--- config.mk ---
export PLATFORM = sky130hd
export DESIGN_NAME = dfd_count
export DESIGN_NICKNAME = d
export VERILOG_FILES = /design/src/rtl/dfd_pkg.sv /design/src/rtl/dfd_count.sv
export SDC_FILE = /design/constraint.sdc
export NUM_CORES = 1
export LEC_CHECK = 0
export BUFFER_PORTS_ARGS = -buffer_cell sky130_fd_sc_hd__buf_2
export CORE_MARGIN = 4
export CORE_UTILIZATION = 30
export CTS_CLUSTER_SIZE = 20
export DETAILED_ROUTE_END_ITERATION = 10
export MAX_ROUTING_LAYER = met4
export SYNTH_ARGS = -nofsm -noshare
export SYNTH_HDL_FRONTEND = slang
export SYNTH_SLANG_ARGS = --single-unit
--- constraint.sdc ---
create_clock -name clk -period 4.6 [get_ports clk]
set_input_delay 0.23 -clock clk [delete_from_list [all_inputs] [get_ports clk]]
set_output_delay 0.23 -clock clk [all_outputs]
set_load 0.05 [all_outputs]
--- src/rtl/dfd_pkg.sv ---
// Shared types and constants for the delimited frame deframer.
package dfd_pkg;

	// Frame length ceiling and count saturation limit
	localparam int unsigned MaxFrameLen = 256;
	localparam int unsigned CountLimit  = 65535;

	localparam logic [7:0] HeaderReset  = 8'd36;
	localparam logic [7:0] TrailerReset = 8'd10;
	localparam logic [7:0] StrCmdReset  = 8'd83;
	localparam logic [8:0] MaxLenReset  = 9'd256;

	localparam logic [7:0] CharComma = 8'd44;
	localparam logic [7:0] CharPlus  = 8'd43;
	localparam logic [7:0] CharMinus = 8'd45;
	localparam logic [7:0] CharZero  = 8'd48;
	localparam logic [7:0] CharNine  = 8'd57;
	localparam logic [7:0] CharSpace = 8'd32;
	localparam logic [7:0] CharTab   = 8'd9;
	localparam logic [7:0] CharCr    = 8'd13;

	// Output beat tag
	typedef enum logic [2:0] {
		KIND_HEADER  = 3'd0,
		KIND_COMMAND = 3'd1,
		KIND_TEXT    = 3'd2,
		KIND_TRAILER = 3'd3,
		KIND_BINARY  = 3'd4,
		KIND_NONE    = 3'd5
	} kind_t;

	// Configuration register indexes
	typedef enum logic [1:0] {
		REG_HEADER  = 2'd0,
		REG_TRAILER = 2'd1,
		REG_STR_CMD = 2'd2,
		REG_MAX_LEN = 2'd3
	} cfg_reg_t;

	// Decimal count parser phases
	typedef enum logic [2:0] {
		CP_FIRST  = 3'd0,
		CP_SEEK   = 3'd1,
		CP_PRE    = 3'd2,
		CP_DIGITS = 3'd3,
		CP_DONE   = 3'd4
	} count_phase_t;

	// Control from the frame tracker to the count parser
	typedef struct packed {
		logic       start;
		logic       step;
		logic [7:0] c;
	} count_ctl_t;

endpackage

--- src/rtl/dfd_count.sv ---
// Decimal count parser: finds the number after the payload's comma, atoi style.
module dfd_count import dfd_pkg::*; (
	input  logic        clk,
	input  logic        arst_n,
	input  count_ctl_t  ctl,
	output logic [15:0] count
);

	count_phase_t phase_q, phase_d;
	logic         neg_q, neg_d;
	logic [15:0]  value_q, value_d;

	logic         digit;
	logic         space;
	logic [19:0]  acc;
	logic [15:0]  acc_sat;

	assign digit = (ctl.c >= CharZero) && (ctl.c <= CharNine);
	assign space = (ctl.c == CharSpace) || ((ctl.c >= CharTab) && (ctl.c <= CharCr));

	// times ten accumulate, saturating
	assign acc = ({4'd0, value_q} << 3) + ({4'd0, value_q} << 1)
		+ {12'd0, ctl.c - CharZero};
	assign acc_sat = (acc > 20'(CountLimit)) ? 16'(CountLimit) : acc[15:0];

	// count is valid once the comma was passed and the sign is not negative
	assign count = (((phase_q == CP_PRE) || (phase_q == CP_DIGITS) || (phase_q == CP_DONE))
		&& !neg_q) ? value_q : 16'd0;

	// next parser state
	always_comb begin
		phase_d = phase_q;
		neg_d   = neg_q;
		value_d = value_q;
		if (ctl.start) begin
			phase_d = CP_FIRST;
			neg_d   = 1'b0;
			value_d = 16'd0;
		end else if (ctl.step) begin
			unique case (phase_q)
				CP_FIRST: phase_d = CP_SEEK;
				CP_SEEK: begin
					if (ctl.c == CharComma) phase_d = CP_PRE;
				end
				CP_PRE: begin
					priority if (space) begin
						phase_d = CP_PRE;
					end else if ((ctl.c == CharPlus) || (ctl.c == CharMinus)) begin
						neg_d   = (ctl.c == CharMinus);
						phase_d = CP_DIGITS;
					end else if (digit) begin
						value_d = acc_sat;
						phase_d = CP_DIGITS;
					end else begin
						phase_d = CP_DONE;
					end
				end
				CP_DIGITS: begin
					if (digit) value_d = acc_sat;
					else phase_d = CP_DONE;
				end
				default: phase_d = phase_q;
			endcase
		end
	end

	always_ff @(posedge clk or negedge arst_n) begin
		if (!arst_n) begin
			phase_q <= CP_FIRST;
			neg_q   <= 1'b0;
			value_q <= 16'd0;
		end else begin
			phase_q <= phase_d;
			neg_q   <= neg_d;
			value_q <= value_d;
		end
	end

endmodule

Yosys cells after proc, flatten, opt, wreduce, memory -nomap -nowiden
Cells that the tools add are included.

operators by class
  shift-type cells = 0
  eq/ne operators = 13
  multipliers = 0
  mux-type cells = 21
  order comparisons = 5
  bitwise logic cells = 0
  reductions and logical operators = 17
  add/sub/neg operators = 3
  divide/modulo/power cells = 0

operators with widths
  kind                  number
  $mux 16               7
  $eq 8x6->1 const B    4
  $pmux 16 s2           1
  $mux 3                7
  $add 19x17->20        1
  $add 20x8->20         1
  $gt 20x16->1 const B  1
  $ne 3x3->1 const B    4
  $pmux 3 s4            1
  $reduce_and 4->1      3
  $ge 8x4->1 const B    1
  $ge 8x6->1 const B    1
  $le 8x4->1 const B    1
  $le 8x6->1 const B    1
  $sub 8x6->8 const B   1
  $eq 3x2->1 const B    2
  $reduce_bool 2->1     3
  $mux 1                5
  $reduce_bool 5->1     1
  $logic_or 1x1->1      4
  $eq 3x1->1 const B    1
  $eq 3x3->1 const B    1
  $logic_and 1x1->1     3
  $logic_not 3->1       1
  other kinds (3)       3

storage, ports and cells
  ROM bits = 0
  bits in registers = 20
  bits in latches = 0
  memories kept = 0
  RAM bits = 0
  output and inout bits = 16
  bits of input ports = 12

Depth between registers and ports, before layout
  depth in word-level cells = 10
  gate-level depth with buffers = 13
  depth with buffers taken out = 11

Worst setup path before layout
No wires, ideal clock.

  kind = input to register
  from = in ctl[4] (netlist name)
  to = reg value_q[15]
  buffers on the path = 2
  setup slack = 1.313 ns
  stages on the path = 13
  setup time = 0.133 ns
  data arrival time = 3.154 ns
  data required time = 4.467 ns
  path through = ha_1 > xnor2_1 > fa_1 > ha_1 > buf_2 > a21o_1 > a21oi_2 > nand2_1 > a211o_1 > a41oi_2 > mux2i_2 > buf_6 > a31oi_1

on the way
  longest elaborated chain between the ends = 10
  elaborated cells between the ends (all ways) = 24
  classes of those cells = add/sub: 2; order compare: 5; eq/ne: 5; mux: 7; reduce/logical: 5

RTL lines
  element               line                              source
  from (decl)           dfd_count.sv:5                    input count_ctl_t ctl,
  $sub 8x6->8           dfd_count.sv:23                   + {12'd0, ctl.c - CharZero};
  $add 20x8->20         dfd_count.sv:23
  $gt 20x16->1          dfd_count.sv:24                   assign acc_sat = (acc > 20'(CountLimit)) ? 16'(CountLimit) : acc[15:0];
  $mux 16               dfd_count.sv:24
  $mux 16               dfd_count.sv:51, dfd_count.sv:59
  $mux 16               dfd_count.sv:48                   end else if ((ctl.c == CharPlus) || (ctl.c == CharMinus)) begin
  $mux 16               dfd_count.sv:46                   priority if (space) begin
  $pmux 16 s2           dfd_count.sv:40                   unique case (phase_q)
  $mux 16               dfd_count.sv:39                   end else if (ctl.step) begin
  $mux 16               dfd_count.sv:35                   if (ctl.start) begin
  to (signal assigned)  dfd_count.sv:75                   value_q <= value_d;
  to (decl)             dfd_count.sv:11                   logic [15:0] value_q, value_d;

Several ways; a longest one is shown, not always the timed one. The select of a mux whose other input is x is not followed.
A chain may end at the register's enable or synchronous reset.

Worst setup path in the final report
  from = reg value_q[0]
  to = reg value_q[2]

on the way
  longest elaborated chain between the ends = 10

RTL lines
  element           line                              source
  $add 19x17->20 *  dfd_count.sv:22                   assign acc = ({4'd0, value_q} << 3) + ({4'd0, value_q} << 1)
  $add 20x8->20 *   dfd_count.sv:23
  $gt 20x16->1      dfd_count.sv:24
  $mux 16 *         dfd_count.sv:24
  $mux 16 *         dfd_count.sv:51, dfd_count.sv:59
  $mux 16           dfd_count.sv:48
  $mux 16           dfd_count.sv:46
  $pmux 16 s2 *     dfd_count.sv:40
  $mux 16 *         dfd_count.sv:39
  $mux 16 *         dfd_count.sv:35

Mark *: on every way between the ends. The rest lies on a longest branch, timed or not. The select of a mux whose other input is x is not followed.

==> impl_metrics.csv <==
group,metric,value,unit
drt,first_iter_violations,120,
worst_setup_path,timing.critical_path.cells,"fa_1 -> inv_1 -> fa_1 -> nor2b_1 -> o2111ai_1 -> a211oi_1 -> o21ai_0 -> xor2_1 -> o311a_4 -> a31oi_1",
power_and_ir_drop,p_seq_frac,0.482,
timing,fin_crit_sh,0.731,
floorplan,dieArea,9840,sq um
floorplan,start_util,0.307,
worst_setup_path,cp-end-kind,"flop",
drt,vias_per_cell,5.26,
clock_network,clock_path_buffers,2,
clock_network,htree_levels,1,
power_and_ir_drop,power_switching,98.0,uW
timing,finClkSkew,4.18,ps
synthesis,synth_area,2500,sq um
clock_network,cts_root_buf,"clkbuf_8",
drt,drc,0,
layout,drive_gt1_frac,0.172,
placement,place_ws,1040,ps
clock_network,cts_tree,"yes",
drt,drt_first_pass_iters,5,
power_and_ir_drop,internal_power,278,uW
worst_setup_path,worstSetupPathType,"flop to flop",
placement,place_hpwl,4.56,mm
timing,slew_headroom,0.441,
power_and_ir_drop,ir_drop,0.121,mV
floorplan,rows,33,
timing,hold_violations,0,
grt,grt_pass1_vias,2010,
synthesis,synth.distinct_cells,51,
synthesis,yosys_warnings,0,
clock_network,ctsHoldBuffers,1,
clock_network,cts_buffers,3,
synthesis,synth_cells,268,
drt,wire_per_inst,14.5,um
layout,fin_nets,340,
worst_setup_path,critPathLaunchType,"flop",
floorplan,core_area,8130,sq um
timing,rsz0062_at_grt,"false",
worst_setup_path,max_stage_delay,550,ps
power_and_ir_drop,p_sw_frac,0.261,
worst_setup_path,cp_num_buf_inv,1,
grt,track_usage,0.123,
timing,final.setup.tns,0,ps
synthesis,netlist.area_leader.share,0.201,
layout,diodes,0,
grt,antenna_found_initial,0,
clock_network,clk_pin_slew_worst_paths,70,ps
grt,met1_usage,0.169,
timing,tightestPinTransition,835,ps
placement,numPortBuffers,27,
drt,ant_nets,0,
grt,grt_pass1_wl,9.87,mm
floorplan,fp.dieH,99.2,um
grt,met2_usage,0.196,
worst_setup_path,critical_path_required,4720,ps
worst_setup_path,crit_fanout,16,
worst_setup_path,crit_family,"compound AO/OA/AOI/OAI gates",
layout,fin_util,0.341,
timing,setup_viol,0,
drt,vias,2076,
floorplan,io_pins,28,
layout,mostFrequentLayoutCells,"31 x ha_1, 27 x buf_2, 20 x dfrtp_1",
synthesis,async_reset_ff_frac,1.00,
clock_network,postCtsResizedCells,0,
synthesis,ys_seq_area_frac,0.201,
worst_setup_path,critPathArrivalTime,3490,ps
floorplan,fp.dieW,99.2,um
layout,fillers,828,
layout,final_common_cell,"ha_1",
grt,grt_max_degree,21,
worst_setup_path,crit_top_cell,"fa_1",
synthesis,synth_seq_cells,20,
synthesis,synth-main-ff-cell,"dfrtp_1",
layout,area_delta_synth_final,11.0,%
power_and_ir_drop,power_density,136,nW/um^2
timing,slew_violations,0,
power_and_ir_drop,clkPwrFrac,0.350,
grt,grtUsageMet3,0.0105,
grt,busiest_layer,"met2",
timing,clock.fmax,298,MHz
run,max_cap_viol_count,0,
timing,worst_slack,1240,ps
clock_network,post_cts_buffers,0,
timing,fin_crit,3360,ps
power_and_ir_drop,p_total,376,uW
power_and_ir_drop,power_leakage,1.38,nW
synthesis,synth_largest_area_cell,"dfrtp_1",
worst_setup_path,slowest_stage,"fa_1",
timing,hold_ws,263,ps
hold_path,worstHoldPathType,"input pin to flop",
synthesis,yosys-top-cells-area,"dfrtp_1 20%, ha_1 16%, a31oi_4 8.5%",
synthesis,postSynthAreaPerCell,9.31,sq um
synthesis,synth_edf_count,0,
placement,gp_congestion,0.942,
power_and_ir_drop,p_comb_frac,0.168,
grt,grt.overflow.total,0,
synthesis,syn_nets,317,
clock_network,clock_latency,250,ps
drt,drt_wl_total,5.72,mm
run_status,outcome,"complete, no violations",
clock_network,clock_sinks,20,
==> metal layers <==
layer / vias up / part of all wire
met5: - / 0
met4: 0 / 0.012
met3: 6 / 0.040
met2: 56 / 0.45
met1: 983 / 0.49
li1: 1031 / -
==> cells by family after synthesis <==
family | synth area share
buffers and inverters | 0.0481
muxes | 0.00551
AOI/OAI and AO/OA | 0.330
and+or+nand+nor | 0.156
adders and majority gates | 0.204
DFF | 0.201
xor gates and xnor gates | 0.0561
==> worst reg2reg max path: cells and delay by family, from the launching register on <==
family | cells | cell delay (ps)
AND/OR/NAND/NOR | 1 | 160
XOR/XNOR | 1 | 190
buffers and inverters | 1 | 60
flip-flops | 1 | 450
AO/OA/AOI/OAI | 5 | 1370
adder cells (fa/ha/maj) | 2 | 1010
==> sequential cells by signal, summed over array words and instances (netlist names) <==
register  cells
neg_q         1
phase_q       3
value_q      16
==> final timing paths <==
check | slack [ps] | to | from | cells after the start
min in group asynchronous | 450 | value_q[3] | arst_n | 2
max in group asynchronous | 3830 | value_q[6] | arst_n | 2
worst max register to register | 1240 | value_q[2] | value_q[0] | 10
worst max-delay path | 1240 | value_q[2] | value_q[0] | 10
worst min register to register | 590 | neg_q | neg_q | 2
worst min-delay path | 260 | value_q[0] | ctl[0] | 3
==> layout make-up <==
type	count	area, sq um	share of cell area
well taps	105	131	0.0474
inverters	13	48.8	0.0176
repair buffers	30	160	0.0578
flip-flops and latches	20	500	0.181
multi-input cells	223	1880	0.677
clock buffers	4	55.1	0.0199
==> synthesized netlist by cell type (7+ instances only) <==
| library cell | n |
|---|---|
| a21oi_1 | 17 |
| and2_1 | 16 |
| o21ai_0 | 8 |
| a31oi_4 | 10 |
| clkbuf_1 | 8 |
| dfrtp_1 | 20 |
| ha_1 | 31 |
| nor2_1 | 13 |
| inv_1 | 13 |
| xor2_1 | 11 |
| a31oi_1 | 7 |
| nand2_1 | 17 |
| o21bai_1 | 16 |
==> power by group through the flow <==
stage / logic [mW] / clock network (mW) / registers, mW
after CTS: 0.0638 / 0.136 / 0.181
after global placement: 0.0616 / 0 / 0.185
after detailed placement: 0.0629 / 0 / 0.185
after global routing: 0.0716 / 0.143 / 0.182
final: 0.0632 / 0.131 / 0.181
after floorplan: 0.0443 / 0 / 0.183
==> through the flow <==
| step | area (sq um) | cells |
|---|---|---|
| 2_1_floorplan | 2500 | 268 |
| 3_3_place_gp | 2710 | 390 |
| 3_5_place_dp | 2710 | 390 |
| 4_1_cts | 2770 | 395 |
| 5_1_grt | 2770 | 395 |
| 6_report | 2770 | 395 |
Power figures use the tool's default switching activity.
